File: src/rtl/cpd_pkg.sv
`timescale 1ns / 1ps

package cpd_pkg;

  localparam int CODE_W            = 8;
  localparam int SLOTS             = 4;
  localparam int COUNT_W           = 3;
  localparam int MASK_W            = 4;
  localparam int NIBBLE_W          = 4;
  localparam int MAP_DEPTH_DEFAULT = 256;

  localparam logic [NIBBLE_W-1:0] CONTINUE_NIBBLE = 4'hF;

  typedef enum logic [1:0] {
    OP_LOAD   = 2'd0,
    OP_START  = 2'd1,
    OP_SYMBOL = 2'd2,
    OP_UNUSED = 2'd3
  } op_t;

  // One input transfer, as held in the input register.
  typedef struct packed {
    logic [1:0]                    operation;
    logic [CODE_W-1:0]             map_index;
    logic [CODE_W-1:0]             map_value;
    logic [MASK_W-1:0]             pixel_mask;
    logic                          raw_mode;
    logic [SLOTS-1:0][CODE_W-1:0]  prev_value;
    logic [CODE_W-1:0]             symbol;
  } item_t;

  // Finished cell handed from the cell controller to the map lookup stage.
  typedef struct packed {
    logic [SLOTS-1:0][CODE_W-1:0]  code;
    logic [SLOTS-1:0]              from_map;
    logic [SLOTS-1:0][CODE_W-1:0]  prev;
    logic [COUNT_W-1:0]            count;
  } finish_t;

endpackage

File: src/rtl/cpd_cell_ctrl.sv
`timescale 1ns / 1ps

module cpd_cell_ctrl (
  input  logic             clk,
  input  logic             rst,
  input  logic             item_live,
  input  cpd_pkg::item_t   item,
  input  logic             advance,
  output logic             produce,
  output cpd_pkg::finish_t fin
);

  localparam int CW = cpd_pkg::CODE_W;
  localparam int NS = cpd_pkg::SLOTS;
  localparam int KW = cpd_pkg::COUNT_W;

  logic [NS-1:0][CW-1:0] code_stack;
  logic [CW-1:0]         last_code;
  logic [CW-1:0]         partial_code;
  logic [KW-1:0]         decoded_count;
  logic [KW-1:0]         expected_count;
  logic [cpd_pkg::MASK_W-1:0] cell_mask;
  logic                  cell_raw;
  logic [NS-1:0][CW-1:0] previous_entry;
  logic                  cell_busy;

  logic [cpd_pkg::NIBBLE_W-1:0] step;
  logic [CW-1:0]         part_sum;
  logic [CW-1:0]         code;
  logic                  is_start;
  logic                  is_sym;
  logic                  is_cont;
  logic                  is_rep;
  logic                  push;
  logic                  done;
  logic                  start_zero;
  logic [KW-1:0]         count_inc;
  logic [KW-1:0]         fin_count;
  logic [KW-1:0]         mask_pop;
  logic [NS-1:0][CW-1:0] stack_next;

  assign step      = item.symbol[cpd_pkg::NIBBLE_W-1:0];
  assign part_sum  = partial_code + {{(CW - cpd_pkg::NIBBLE_W){1'b0}}, step};
  assign code      = cell_raw ? item.symbol : part_sum;
  assign is_start  = (item.operation == cpd_pkg::OP_START);
  assign is_sym    = (item.operation == cpd_pkg::OP_SYMBOL) && cell_busy;
  assign is_cont   = !cell_raw && (step == cpd_pkg::CONTINUE_NIBBLE);
  assign is_rep    = (code == last_code);
  assign push      = is_sym && !is_cont && !is_rep;
  assign count_inc = decoded_count + KW'(1);
  assign done      = is_sym && !is_cont && (is_rep || (count_inc >= expected_count));
  assign start_zero = is_start && (item.pixel_mask == '0);
  assign produce   = item_live && (done || start_zero);
  assign fin_count = push ? count_inc : decoded_count;

  assign mask_pop = KW'(item.pixel_mask[0]) + KW'(item.pixel_mask[1])
                  + KW'(item.pixel_mask[2]) + KW'(item.pixel_mask[3]);

  always_comb begin
    stack_next = code_stack;
    if (push && (decoded_count < KW'(NS))) begin
      stack_next[decoded_count[1:0]] = code;
    end
  end

  // Pop codes last-first into the set slots, lowest slot first.
  always_comb begin
    logic [KW-1:0] idx;
    logic [KW-1:0] idx_dec;
    idx     = fin_count;
    idx_dec = '0;
    fin     = '0;
    if (is_start) begin
      fin.prev  = item.prev_value;
      fin.count = '0;
    end else begin
      fin.prev  = previous_entry;
      fin.count = fin_count;
      for (int i = 0; i < NS; i++) begin
        if (cell_mask[i]) begin
          fin.from_map[i] = 1'b1;
          if (idx != '0) begin
            idx_dec     = idx - KW'(1);
            fin.code[i] = stack_next[idx_dec[1:0]];
            idx         = idx_dec;
          end
        end
      end
    end
  end

  always_ff @(posedge clk) begin
    if (rst) begin
      code_stack     <= '0;
      last_code      <= '0;
      partial_code   <= '0;
      decoded_count  <= '0;
      expected_count <= '0;
      cell_mask      <= '0;
      cell_raw       <= 1'b0;
      previous_entry <= '0;
      cell_busy      <= 1'b0;
    end else if (item_live && advance) begin
      if (is_start) begin
        cell_mask      <= item.pixel_mask;
        cell_raw       <= item.raw_mode;
        previous_entry <= item.prev_value;
        code_stack     <= '0;
        last_code      <= '0;
        partial_code   <= '0;
        decoded_count  <= '0;
        expected_count <= mask_pop;
        cell_busy      <= (item.pixel_mask != '0);
      end else if (is_sym) begin
        if (!cell_raw) begin
          partial_code <= part_sum;
        end
        if (!is_cont) begin
          if (is_rep) begin
            cell_busy <= 1'b0;
          end else begin
            code_stack    <= stack_next;
            decoded_count <= count_inc;
            last_code     <= code;
            partial_code  <= code;
            if (count_inc >= expected_count) begin
              cell_busy <= 1'b0;
            end
          end
        end
      end
    end
  end

  // An open cell always has codes still to come.
  a_busy_count: assert property (@(posedge clk) disable iff (rst)
    cell_busy |-> (decoded_count < expected_count) && (expected_count <= KW'(NS)))
    else $error("open cell with no codes left to decode");

  // A symbol only finishes a cell that is open.
  a_sym_needs_cell: assert property (@(posedge clk) disable iff (rst)
    produce && (item.operation == cpd_pkg::OP_SYMBOL) |-> cell_busy)
    else $error("symbol finished a cell that was not open");

endmodule

File: config.mk
export PLATFORM = sky130hd
export DESIGN_NAME = cpd_cell_ctrl
export DESIGN_NICKNAME = d
export VERILOG_FILES = /design/src/rtl/cpd_pkg.sv /design/src/rtl/cpd_cell_ctrl.sv
export SDC_FILE = /design/constraint.sdc
export NUM_CORES = 1
export LEC_CHECK = 0
export BUFFER_PORTS_ARGS = -buffer_cell sky130_fd_sc_hd__buf_2
export CAP_MARGIN = 20
export CORE_AREA = 2 2 121 123
export CTS_CLUSTER_SIZE = 20
export DETAILED_ROUTE_END_ITERATION = 8
export DIE_AREA = 0 0 123 125
export PLACE_DENSITY = 0.79
export RECOVER_POWER = 50
export SYNTH_ARGS = -nofsm -noshare
export SYNTH_HDL_FRONTEND = slang
export SYNTH_SLANG_ARGS = --single-unit
export TNS_END_PERCENT = 30
File: constraint.sdc
create_clock -name clk -period 15.1 [get_ports clk]
set_clock_uncertainty 0.2 [all_clocks]
set_input_delay 0 -clock clk [delete_from_list [all_inputs] [get_ports clk]]
set_output_delay 0 -clock clk [all_outputs]
set_load 0.02 [all_outputs]
==> results of run 1 <==
## final timing paths
check,end,slack [ns],cells after the start
setup / recovery,fin[68],4.87,37
hold / removal,previous_entry[5],0.08,5
setup reg to reg,code_stack[12],10.63,13
hold reg to reg,code_stack[9],0.25,2
## flip-flops by register name (all words and copies together), names as in the netlist
name and count:
cell_raw 1, last_code 8, cell_busy 1, cell_mask 4, partial_code 8, decoded_count 3
expected_count 3, code_stack 32, previous_entry 32
## metal layers
layer / routed length, um / GRT usage, %
met5: 0 / 0
met4: 776 / 14.3
met3: 1340 / 4.79
met2: 9760 / 43.2
met1: 8350 / 33.3
## worst min-delay path, delay by kind of cell
family                 cells  cell delay [ns]
AO/OA/AOI/OAI              1             0.05
buffers and inverters      2             0.36
AND/OR/NAND/NOR            2             0.18
## stage by stage
stage	setup slack (ns)	hold WS, ns	instances	cell area (um^2)
5_1_grt	4.18	0.124	1276	8320
4_1_cts	5.03	0.0708	1275	8370
6_report	4.87	0.0833	1276	8320
2_1_floorplan	6.55	-0.0640	963	6920
3_3_place_gp	5.65	0.0492	1214	7590
3_5_place_dp	5.44	0.0561	1214	7590
## kinds of logic after synthesis
| family | after synthesis | share of synthesized area [%] |
|---|---|---|
| buf+inv | 95 | 5.87 |
| simple gates | 431 | 27.7 |
| compound gates | 216 | 19.0 |
| fa+ha+maj | 23 | 4.37 |
| mux | 91 | 14.0 |
| xor+xnor | 15 | 2.48 |
| flops | 92 | 26.6 |
## Yosys cell counts (3+ instances only)
cell / count / share of area (%)
sky130_fd_sc_hd__nand2_1: 238 / 13
sky130_fd_sc_hd__a21oi_1: 108 / 7.8
sky130_fd_sc_hd__dfxtp_1: 92 / 27
sky130_fd_sc_hd__nor2_1: 66 / 3.6
sky130_fd_sc_hd__mux2i_1: 58 / 8.4
sky130_fd_sc_hd__clkbuf_1: 49 / 2.7
sky130_fd_sc_hd__nand3_1: 42 / 3.0
sky130_fd_sc_hd__mux2_2: 31 / 5.0
sky130_fd_sc_hd__inv_1: 25 / 1.4
sky130_fd_sc_hd__o21ai_0: 25 / 1.8
sky130_fd_sc_hd__ha_1: 21 / 3.8
sky130_fd_sc_hd__o22ai_1: 16 / 1.4
sky130_fd_sc_hd__a211oi_1: 15 / 1.6
sky130_fd_sc_hd__nor2b_1: 14 / 1.3
sky130_fd_sc_hd__and2_1: 12 / 1.1
sky130_fd_sc_hd__nor3_1: 11 / 0.80
sky130_fd_sc_hd__buf_2: 10 / 0.72
sky130_fd_sc_hd__nand2b_1: 10 / 0.90
sky130_fd_sc_hd__o221ai_1: 8 / 1.0
sky130_fd_sc_hd__xnor2_1: 7 / 0.89
sky130_fd_sc_hd__a31oi_1: 6 / 0.54
sky130_fd_sc_hd__nor4_1: 6 / 0.54
sky130_fd_sc_hd__or3_1: 6 / 0.54
sky130_fd_sc_hd__xor2_1: 5 / 0.63
sky130_fd_sc_hd__buf_4: 4 / 0.43
sky130_fd_sc_hd__o21a_1: 4 / 0.43
sky130_fd_sc_hd__or2_2: 4 / 0.36
sky130_fd_sc_hd__a21o_1: 3 / 0.33
sky130_fd_sc_hd__a32oi_1: 3 / 0.38
sky130_fd_sc_hd__buf_1: 3 / 0.16
sky130_fd_sc_hd__buf_6: 3 / 0.49
sky130_fd_sc_hd__nor3b_1: 3 / 0.33
sky130_fd_sc_hd__o2111ai_1: 3 / 0.38
sky130_fd_sc_hd__o31ai_1: 3 / 0.33
sky130_fd_sc_hd__or3b_2: 3 / 0.38
## area by class of cell
type                    count  area [um^2]
well taps                 184          230
fillers                  1314         5890
multi-input cells         776         4700
clock buffers              11          243
clock inverters             5         83.8
flip-flops and latches     92         1840
inverters                  26         97.6
repair buffers            182         1120
## power breakdown
group	internal [uW]	switching [uW]
Clock	150	101
Combinational	30.5	49.7
Sequential	245	1.93
Total	426	152
==> Flow_metrics.wiki, run 1 <==
{| class="wikitable"
! Metric !! Value
|-
| I/O pin cnt || 139
|-
| Count of cell types in the netlist || 69
|-
| Clock tree from TritonCTS || built
|-
| Die ar. || 15400 um^2
|-
| Avg Inst Size Synth || around 7.2 um^2
|-
| Avg WL per Cell || between 15 and 20 um
|-
| Standard-cell row count || 44
|-
| Max H-tree Level || 3
|-
| Post-route antenna net violation count || 0
|-
| Number of detailed-route iterations in the first pass || 7
|-
| Antenna diodes || 0
|-
| Final hold viol count || 0
|-
| Number of antenna violations at the first check in global routing || 0
|-
| Leading register cell type out of synthesis || sky130_fd_sc_hd__dfxtp_1
|-
| Starting Density || approximately 49%
|-
| Layout area overhead || 20.2%
|-
| Ys Warns || 0
|-
| Start-to-end type of the worst setup path || flip-flop to output pin
|-
| Number of buffers inserted during clock tree synthesis || 9
|-
| Leakage Power || 0.00338 uW
|-
| Detailed router's first-iteration violation count || between 600 and 700
|-
| CP max-delay cell || sky130_fd_sc_hd__mux2i_1
|-
| Grt ovf || 0
|-
| Root buffer selected by CTS || sky130_fd_sc_hd__clkbuf_16
|-
| Final-layout setup total negative slack || 0 ns
|-
| Max Freq || 97.7 MHz
|-
| Most frequent cells in the layout || sky130_fd_sc_hd__nand2_1 (238), sky130_fd_sc_hd__a21oi_1 (108), sky130_fd_sc_hd__dfxtp_1 (92)
|-
| Cell type with the highest occurrence count on the critical path || sky130_fd_sc_hd__ha_1
|-
| Die height || approximately 130 um
|-
| Number of nets produced by synthesis || about 1100
|-
| CTS sink count || 92
|-
| Final worst path period need || around 10 ns
|-
| Data arrival time at the worst-slack endpoint || around 10 ns
|-
| Wire length of the first global-routing pass || 33400 um
|-
| Hold-fix buffer count after cts || 45
|-
| Post-DP HPWL || about 13000 um
|-
| Beginning of the worst register-to-register path || partial_code[0]
|-
| Final setup violating endpoints || 0
|-
| Final Max Slew Viols || roughly 120
|-
| Post-synthesis register bit count || 92
|-
| Max-capacitance violation count || 2
|-
| Violations in the final reports || max-capacitance violations, max-slew violations
|-
| Sequential fraction of the synthesis area || between 20% and 30%
|-
| Number of standard cells after synthesis || 963
|-
| Most frequent standard cell in the layout excluding fill and tap cells || sky130_fd_sc_hd__nand2_1
|-
| Total wire length after detailed routing || 20200 um
|-
| Result of the run || finished with violations
|-
| Die width || around 120 um
|-
| Source of the critical timing path || partial_code[0]
|-
| Buffer and inverter count on the worst path || 8
|-
| Data required time of the critical path || 14.90 ns
|-
| Core area || 14200 um^2
|-
| Fin util || between 50% and 60%
|-
| Post-layout power || between 500 and 600 uW
|-
| Fraction of final layout cells sized beyond drive strength 1 || 15.7%
|-
| Period utilization || ~68%
|-
| Largest net degree at the start of global routing || a little over 90
|-
| Cell type group with the largest total delay on the critical path || simple AND/OR/NAND/NOR gates
|-
| Unrepaired setup endpoints after global routing || no
|-
| Worst path max stage delay || ~0.85 ns
|-
| Nets || 1177
|-
| GRT Resource Usage Total || between 20% and 30%
|-
| Number of buffers added for setup after CTS || 0
|-
| Synth async-reset ratio || 0%
|-
| Startpoint kind of the worst setup timing path || flip-flop
|-
| Max Root-Sink Buffers || 2
|-
| Via count of the first global-routing pass || just under 7000
|-
| Global placement routability congestion || approximately 0.9
|-
| Count of buffers from port buffering || roughly 120
|-
| Hold path start || advance
|-
| Via density per instance || 5.81
|-
| Max-Slew Margin vs Limit || -138%
|-
| Power density over the cells || between 60 and 70 nW/um^2
|-
| Clock transition at the registers of the reported paths || 0.07 ns
|-
| Hold Crit Class || input pin to flip-flop
|-
| Clock insertion delay at the later pin of the skew report || approximately 0.35 ns
|-
| EDFF count, synth || 0
|-
| Remaining design rule violation count || 0
|-
| Number of resized instances in the post-cts repair step || 0
|-
| Critical path fanouts, max || 18
|-
| Via count || approximately 7400
|-
| Critical path endpoint category || output pin
|-
| Post-synthesis instance area || slightly below 7000 um^2
|-
| Maximum VDD drop || about 0.083 mV
|-
| Tightest Pin Transition || 3.58 ns
|}
Power figures use the tool's default switching activity.
==> run 2: changes to the inputs <==
PLACE_DENSITY = 0.82   (was 0.79)
clock period = 8.6 ns   (was 15.1 ns; I/O delays follow)
==> run 2 against run 1 <==
The flow still finishes with violations (max-capacitance violations, max-slew violations); power rose by 73%; global-route usage rose by 0.50 points; flip-flop and latch count did not move; via count is 1.5% higher; die area unchanged; worst hold slack better by 0.022 ns; clock-buffer cell count decreased by 2; first-iteration DRC count decreased by 11%; clock power grew 69%; critical path type unchanged; critical endpoint is now fin[69]; largest cell class unchanged; largest power group is now registers.
==> Flow_metrics.wiki, run 2 (synthesis results as in run 1) <==
{| class="wikitable"
! Metric !! Value
|-
| Tightest Pin Transition || 1.74 ns (-1.84 ns)
|-
| Post-DP HPWL || 13300 um (+4.1%)
|-
| Cell type with the highest occurrence count on the critical path || sky130_fd_sc_hd__ha_1
|-
| Critical path fanouts, max || 8 (-10)
|-
| Global placement routability congestion || 0.918 (+2.2%)
|-
| Clock Power Share || 42.3% (-1.1 points)
|-
| Wire length of the first global-routing pass || 34000 um (+1.6%)
|-
| Largest net degree at the start of global routing || 93 (unchanged)
|-
| Post-layout power || 1000 uW (+73%)
|-
| Relative contribution of sequential cells to total power || 43.3% (+0.6 points)
|-
| Startpoint kind of the worst setup timing path || flip-flop
|-
| Total wire length after detailed routing || 20900 um (+3.2%)
|-
| Data required time of the critical path || 8.40 ns (-6.50 ns)
|-
| Start-to-end type of the worst setup path || flip-flop to output pin
|-
| Remaining design rule violation count || 0 (unchanged)
|-
| Antenna diodes || 0 (unchanged)
|-
| Layout area overhead || 21.7%
|-
| Via count of the first global-routing pass || 7060 (+1.8%)
|-
| CP max-delay cell || sky130_fd_sc_hd__a2111o_1
|-
| Nets || 1184 (+0.59%)
|-
| Leakage Power || 0.00344 uW (+1.6%)
|-
| Number of detailed-route iterations in the first pass || 5 (-2)
|-
| Critical path endpoint category || output pin
|-
| Final Max Slew Viols || 123 (+1.7%)
|-
| Final hold viol count || 0 (unchanged)
|-
| Regs by FF count || code_stack (32), previous_entry (32)
|-
| I/O pin cnt || 139 (unchanged)
|-
| Die ar. || 15400 um^2 (unchanged)
|-
| Power density over the cells || 119 nW/um^2 (+71%)
|-
| Standard-cell row count || 44 (unchanged)
|-
| Fin util || 59.3% (+0.73 points)
|-
| Source of the critical timing path || partial_code[0]
|-
| Violations in the final reports || max-capacitance violations, max-slew violations
|-
| Max Root-Sink Buffers || 2 (unchanged)
|-
| Core area || 14200 um^2 (unchanged)
|-
| Internal power || 716 uW (+68%)
|-
| Final worst path period need || between 8 and 9 ns
|-
| Number of antenna violations at the first check in global routing || 0 (unchanged)
|-
| Period utilization || roughly 94%
|-
| Starting Density || 48.7% (unchanged)
|-
| # fillers || 1279 (-2.7%)
|-
| Avg WL per Cell || 16.3 um (+2.6%)
|-
| Clock insertion delay at the later pin of the skew report || 0.36 ns (about the same)
|-
| Post-route antenna net violation count || 0 (unchanged)
|-
| Final standard cell count with taps included and fillers excluded || 1283 (+0.55%)
|-
| Number of buffers inserted during clock tree synthesis || 9 (unchanged)
|-
| Data arrival time at the worst-slack endpoint || 7.92 ns (-2.11 ns)
|-
| Placed Cells || 1219 (+0.41%)
|-
| Most frequent standard cell in the layout excluding fill and tap cells || sky130_fd_sc_hd__nand2_1
|-
| Die width || 123 um (unchanged)
|-
| GRT Resource Usage Total || 27.2% (+0.50 points)
|-
| Root buffer selected by CTS || sky130_fd_sc_hd__clkbuf_16
|-
| Hold Crit Class || input pin to flip-flop
|-
| Max-Slew Margin vs Limit || -15.8% (+120 points)
|-
| Fraction of final layout cells sized beyond drive strength 1 || 17.0% (+1.4 points)
|-
| Count of buffers from port buffering || 122 (unchanged)
|-
| Worst path max stage delay || 0.47 ns (-0.38 ns)
|-
| Via density per instance || 5.87 (+0.98%)
|-
| Result of the run || finished with violations
|-
| Max H-tree Level || 3 (unchanged)
|-
| Beginning of the worst register-to-register path || partial_code[0]
|-
| Clock tree from TritonCTS || built
|-
| Max Freq || ~120 MHz
|-
| Clock transition at the registers of the reported paths || 0.07 ns (about the same)
|-
| Part of the total power dissipated in combinational logic || 14.4% (+0.5 points)
|-
| Final-layout setup total negative slack || 0 ns (unchanged)
|-
| Final setup violating endpoints || 0 (unchanged)
|-
| Via count || 7532 (+1.5%)
|-
| Max-capacitance violation count || 3 (+1)
|-
| Maximum VDD drop || 0.120 mV (+44%)
|-
| Hold path start || advance
|-
| Detailed router's first-iteration violation count || 621 (-11%)
|-
| Switching pwr || 287 uW (+88%)
|-
| CTS sink count || 92 (unchanged)
|-
| Most frequent cells in the layout || sky130_fd_sc_hd__nand2_1 (238), sky130_fd_sc_hd__a21oi_1 (108), sky130_fd_sc_hd__dfxtp_1 (92)
|-
| Die height || 125 um (unchanged)
|-
| Switching Fraction || 28.6% (+2.3 points)
|-
| Grt ovf || 0 (unchanged)
|}
-- run 2: cell types whose count changed in the layout (fill, tap and decap cells not counted), moves of 2 or more --
cell,delta
sky130_fd_sc_hd__xnor2_2,+2
sky130_fd_sc_hd__inv_8,+2
sky130_fd_sc_hd__buf_2,+2
sky130_fd_sc_hd__buf_4,+7
sky130_fd_sc_hd__xnor2_1,-2
sky130_fd_sc_hd__clkbuf_1,-3
-- run 2: repair_timing --
| action | 4_1_cts | 5_1_grt |
|---|---|---|
| endpoints found under the hold margin | 47 | 0 |
| hold buffers | 45 | 0 |
| pin swaps | 0 | 1 |
| endpoints found under the setup margin | 8 | 12 |
| resized for setup | 1 | 8 |
| buffers inserted | 0 | 2 |
-- run 2: layer usage --
metal / vias up / share of wire [%] / wire length (um) / global-route usage (%)
met3: 80 / 7.0 / 1460 / 5.29
met2: 347 / 49 / 10200 / 44.8
met4: 0 / 4.3 / 897 / 16.0
met1: 3507 / 40 / 8290 / 32.5
li1: 3598 / - / - / -
met5: - / 0 / 0 / 0
-- run 2: final cells by class --
cell class / instances / area, um^2 / area share (%)
inverter: 26 / 97.6 / 1.16
clock buffer: 9 / 225 / 2.67
timing repair buffer: 189 / 1170 / 14.0
tap: 184 / 230 / 2.73
sequential: 92 / 1840 / 21.9
multi-input combinational: 776 / 4770 / 56.6
clock inverter: 7 / 82.6 / 0.981
-- run 2: final timing paths --
kind,slack (ns),endpoint,cells after the start
setup / recovery,0.48,fin[69],37
hold / removal,0.11,partial_code[5],5
setup reg to reg,4.08,code_stack[12],14
hold reg to reg,0.25,code_stack[28],2
-- run 2: power by group through the flow --
| stage | logic, uW | registers, uW | clock network, uW |
|---|---|---|---|
| after floorplan | 83.4 | 443 | 0 |
| after global placement | 122 | 444 | 0 |
| after detailed placement | 124 | 444 | 0 |
| after CTS | 141 | 434 | 427 |
| after global routing | 156 | 435 | 445 |
| final | 144 | 434 | 425 |
-- run 2: critical path: cells and delay by family (launching register included) --
family	cells	cell delay, ns
flip-flops	1	0.36
adder cells (fa/ha/maj)	6	1.45
buffers and inverters	7	0.91
XOR/XNOR	4	0.69
multiplexers	2	0.39
AND/OR/NAND/NOR	13	2.39
AO/OA/AOI/OAI	5	1.36
-- run 2: per-stage QoR --
step           cell area (um^2)  hold slack (ns)  setup slack [ns]
6_report                   8420            0.105             0.481
5_1_grt                    8420            0.161          -0.00927
4_1_cts                    8400            0.110            0.0198
3_5_place_dp               7630           0.0576             0.136
3_3_place_gp               7630           0.0521             0.510
2_1_floorplan              6920          -0.0640            0.0466
==> run 3: changes to the inputs <==
CELL_PAD_IN_SITES_DETAIL_PLACEMENT = 1   (was unset)
CELL_PAD_IN_SITES_GLOBAL_PLACEMENT = 2   (was unset)
CORE_AREA = 2 2 161 163   (was 2 2 121 123)
DIE_AREA = 0 0 163 165   (was 0 0 123 125)
==> run 3 against run 2 <==
The flow still finishes with violations (max-capacitance violations, max-slew violations); largest power group unchanged; utilization decreased by 25 points; sequential share of layout area is 0.40 points lower; highest routed layer unchanged; largest cell class unchanged; flip-flop and latch count did not move; sequential power is essentially flat.
==> Flow_metrics.wiki, run 3 (synthesis results as in run 1) <==
{| class="wikitable"
! Metric !! Value
|-
| Most frequent standard cell in the layout excluding fill and tap cells || sky130_fd_sc_hd__nand2_1
|-
| I/O pin cnt || 139 (unchanged)
|-
| Max Freq || 124 MHz (+0.61%)
|-
| Die height || 165 um (+32%)
|-
| Startpoint kind of the worst setup timing path || flip-flop
|-
| Wire length of the first global-routing pass || 38800 um (+14%)
|-
| Most frequent cells in the layout || sky130_fd_sc_hd__nand2_1 (238), sky130_fd_sc_hd__a21oi_1 (108), sky130_fd_sc_hd__dfxtp_1 (92)
|-
| Final worst slack || 0.531 ns (+0.0496 ns)
|-
| Avg WL per Cell || 17.0 um (+4.8%)
|-
| Clock Power Share || 41.3% (-1.0 points)
|-
| Number of buffers inserted during clock tree synthesis || 9 (unchanged)
|-
| Internal power || 694 uW (-3.1%)
|-
| Maximum VDD drop || 0.0915 mV (-24%)
|-
| Clock transition at the registers of the reported paths || 0.08 ns (about the same)
|-
| Regs by FF count || code_stack (32), previous_entry (32)
|-
| Global placement routability congestion || 0.810 (-12%)
|-
| Power density over the cells || 115 nW/um^2 (-3.3%)
|-
| Final Max Slew Viols || 121 (-1.6%)
|-
| Standard-cell row count || 58 (+32%)
|-
| Max Root-Sink Buffers || 2 (unchanged)
|-
| Relative contribution of sequential cells to total power || 43.9% (+0.6 points)
|-
| Largest net degree at the start of global routing || 93 (unchanged)
|-
| Hold Crit Class || input pin to flip-flop
|-
| Max H-tree Level || 3 (unchanged)
|-
| Via density per instance || 5.12 (-13%)
|-
| Final worst path period need || 8.07 ns (-0.0496 ns)
|-
| Total area of multi-input combinational cells || 4730 um^2 (-0.73%)
|-
| CTS sink count || 92 (unchanged)
|-
| Root buffer selected by CTS || sky130_fd_sc_hd__clkbuf_16
|-
| Switching pwr || 294 uW (+2.5%)
|-
| Max-Slew Margin vs Limit || -156% (-140 points)
|-
| Nets || 1188 (+0.34%)
|-
| Die width || 163 um (+33%)
|-
| Leakage Power || 0.00343 uW (-0.20%)
|-
| Layout area overhead || 24.0%
|-
| Core area || 25000 um^2 (+76%)
|-
| Clock insertion delay at the later pin of the skew report || 0.37 ns (about the same)
|-
| # fillers || 3123 (+140%)
|-
| CP max-delay cell || sky130_fd_sc_hd__or4_1
|-
| Start-to-end type of the worst setup path || flip-flop to output pin
|-
| Violations in the final reports || max-capacitance violations, max-slew violations
|-
| Buffer and inverter count on the worst path || 7 (unchanged)
|-
| Die ar. || 26900 um^2 (+75%)
|-
| Final setup violating endpoints || 0 (unchanged)
|-
| Cell type with the highest occurrence count on the critical path || sky130_fd_sc_hd__ha_1
|-
| Fraction of final layout cells sized beyond drive strength 1 || 17.0% (+0.029 points)
|-
| Total wire length after detailed routing || 24400 um (+17%)
|-
| Remaining design rule violation count || 0 (unchanged)
|-
| Critical path endpoint category || output pin
|-
| Critical path fanouts, max || 8 (unchanged)
|-
| Via count of the first global-routing pass || 7474 (+5.9%)
|-
| Clock tree from TritonCTS || built
|-
| Count of buffers from port buffering || 122 (unchanged)
|-
| Worst slack after detailed placement || 0.404 ns (+0.268 ns)
|-
| Sequential cell area || 1840 um^2 (unchanged)
|-
| Post-DP HPWL || 16300 um (+23%)
|-
| Detailed router's first-iteration violation count || 303 (-51%)
|-
| Switching Fraction || 29.8% (+1.2 points)
|-
| GRT Resource Usage Total || 18.1% (-9.0 points)
|-
| Post-route antenna net violation count || 0 (unchanged)
|-
| Data required time of the critical path || 8.40 ns (about the same)
|-
| Result of the run || finished with violations
|-
| Via count || 7339 (-2.6%)
|-
| Data arrival time at the worst-slack endpoint || 7.87 ns (-0.05 ns)
|-
| Antenna diodes || 0 (unchanged)
|-
| Cell type group with the largest total delay on the critical path || simple AND/OR/NAND/NOR gates
|-
| Starting Density || 27.6% (-21 points)
|-
| Max-capacitance violation count || 2 (-1)
|-
| Tightest Pin Transition || 3.84 ns (+2.10 ns)
|-
| Final-layout setup total negative slack || 0 ns (unchanged)
|-
| Part of the total power dissipated in combinational logic || 14.8% (+0.4 points)
|-
| Number of antenna violations at the first check in global routing || 0 (unchanged)
|-
| Unrepaired setup endpoints after global routing || no
|-
| Grt ovf || 0 (unchanged)
|-
| Worst path max stage delay || 0.58 ns (+0.11 ns)
|-
| Final hold viol count || 0 (unchanged)
|-
| Period utilization || 93.8% (-0.58 points)
|-
| Number of detailed-route iterations in the first pass || 4 (-1)
|}
## run 3: changes by cell type in the layout (fill, tap and decap cells not counted), sizes merged
cell      change
inv           +1
buf           +3
clkbuf        +2
clkinvlp      +1
clkinv        -2
bufinv        -1
## run 3: stage by stage
step / hold slack (ns) / instance area, um^2 / cells / utilization [%] / power (uW)
global route: 0.172 / 8580 / 1433 / 34.3 / 1030
CTS: 0.136 / 8570 / 1428 / 34.2 / 999
finish: 0.123 / 8580 / 1433 / 34.3 / 988
global placement: 0.0533 / 7830 / 1367 / 31.3 / 574
floorplan: -0.0640 / 6920 / 963 / - / 526
detailed placement: 0.0599 / 7830 / 1367 / 31.3 / 576
## run 3: power by group through the flow
stage	clock network (uW)	logic, uW	registers, uW
after floorplan	0	83.4	443
after global placement	0	130	444
after detailed placement	0	132	444
after CTS	417	149	434
after global routing	431	161	435
final	408	147	434
## run 3: repair_timing
item	CTS	global route
endpoints found under the hold margin	47	0
endpoints found under the setup margin	0	16
hold buffers	45	0
resized for setup	0	5
setup buffers	0	3
## run 3: tightest hold or removal path: stages
cell and delay [ns]:
sky130_fd_sc_hd__buf_2 0.09, sky130_fd_sc_hd__nand3_1 0.10, sky130_fd_sc_hd__buf_4 0.28, sky130_fd_sc_hd__nand2_1 0.12, sky130_fd_sc_hd__a21oi_1 0.05
## run 3: worst paths after layout
path	slack (ns)	to	cells past startpoint	start
max	0.53	fin[68]	37	partial_code[0]
min reg2reg	0.25	code_stack[26]	2	code_stack[26]
max reg2reg	4.02	code_stack[12]	14	partial_code[0]
min	0.12	previous_entry[4]	5	advance
## run 3: routing by layer
metal | GRT usage, % | wire, um
met1 | 21.1 | 10600
met2 | 32.8 | 12200
met3 | 2.99 | 868
met4 | 7.80 | 720
met5 | 0 | 0
## run 3: area by class of cell
| class | count | share of cell area (%) |
|---|---|---|
| Clock buffer | 10 | 2.79 |
| Clock inverter | 6 | 0.583 |
| Inverter | 26 | 1.14 |
| Multi-Input combinational cell | 776 | 55.2 |
| Sequential cell | 92 | 21.5 |
| Tap cell | 330 | 4.81 |
| Timing Repair Buffer | 193 | 14.0 |
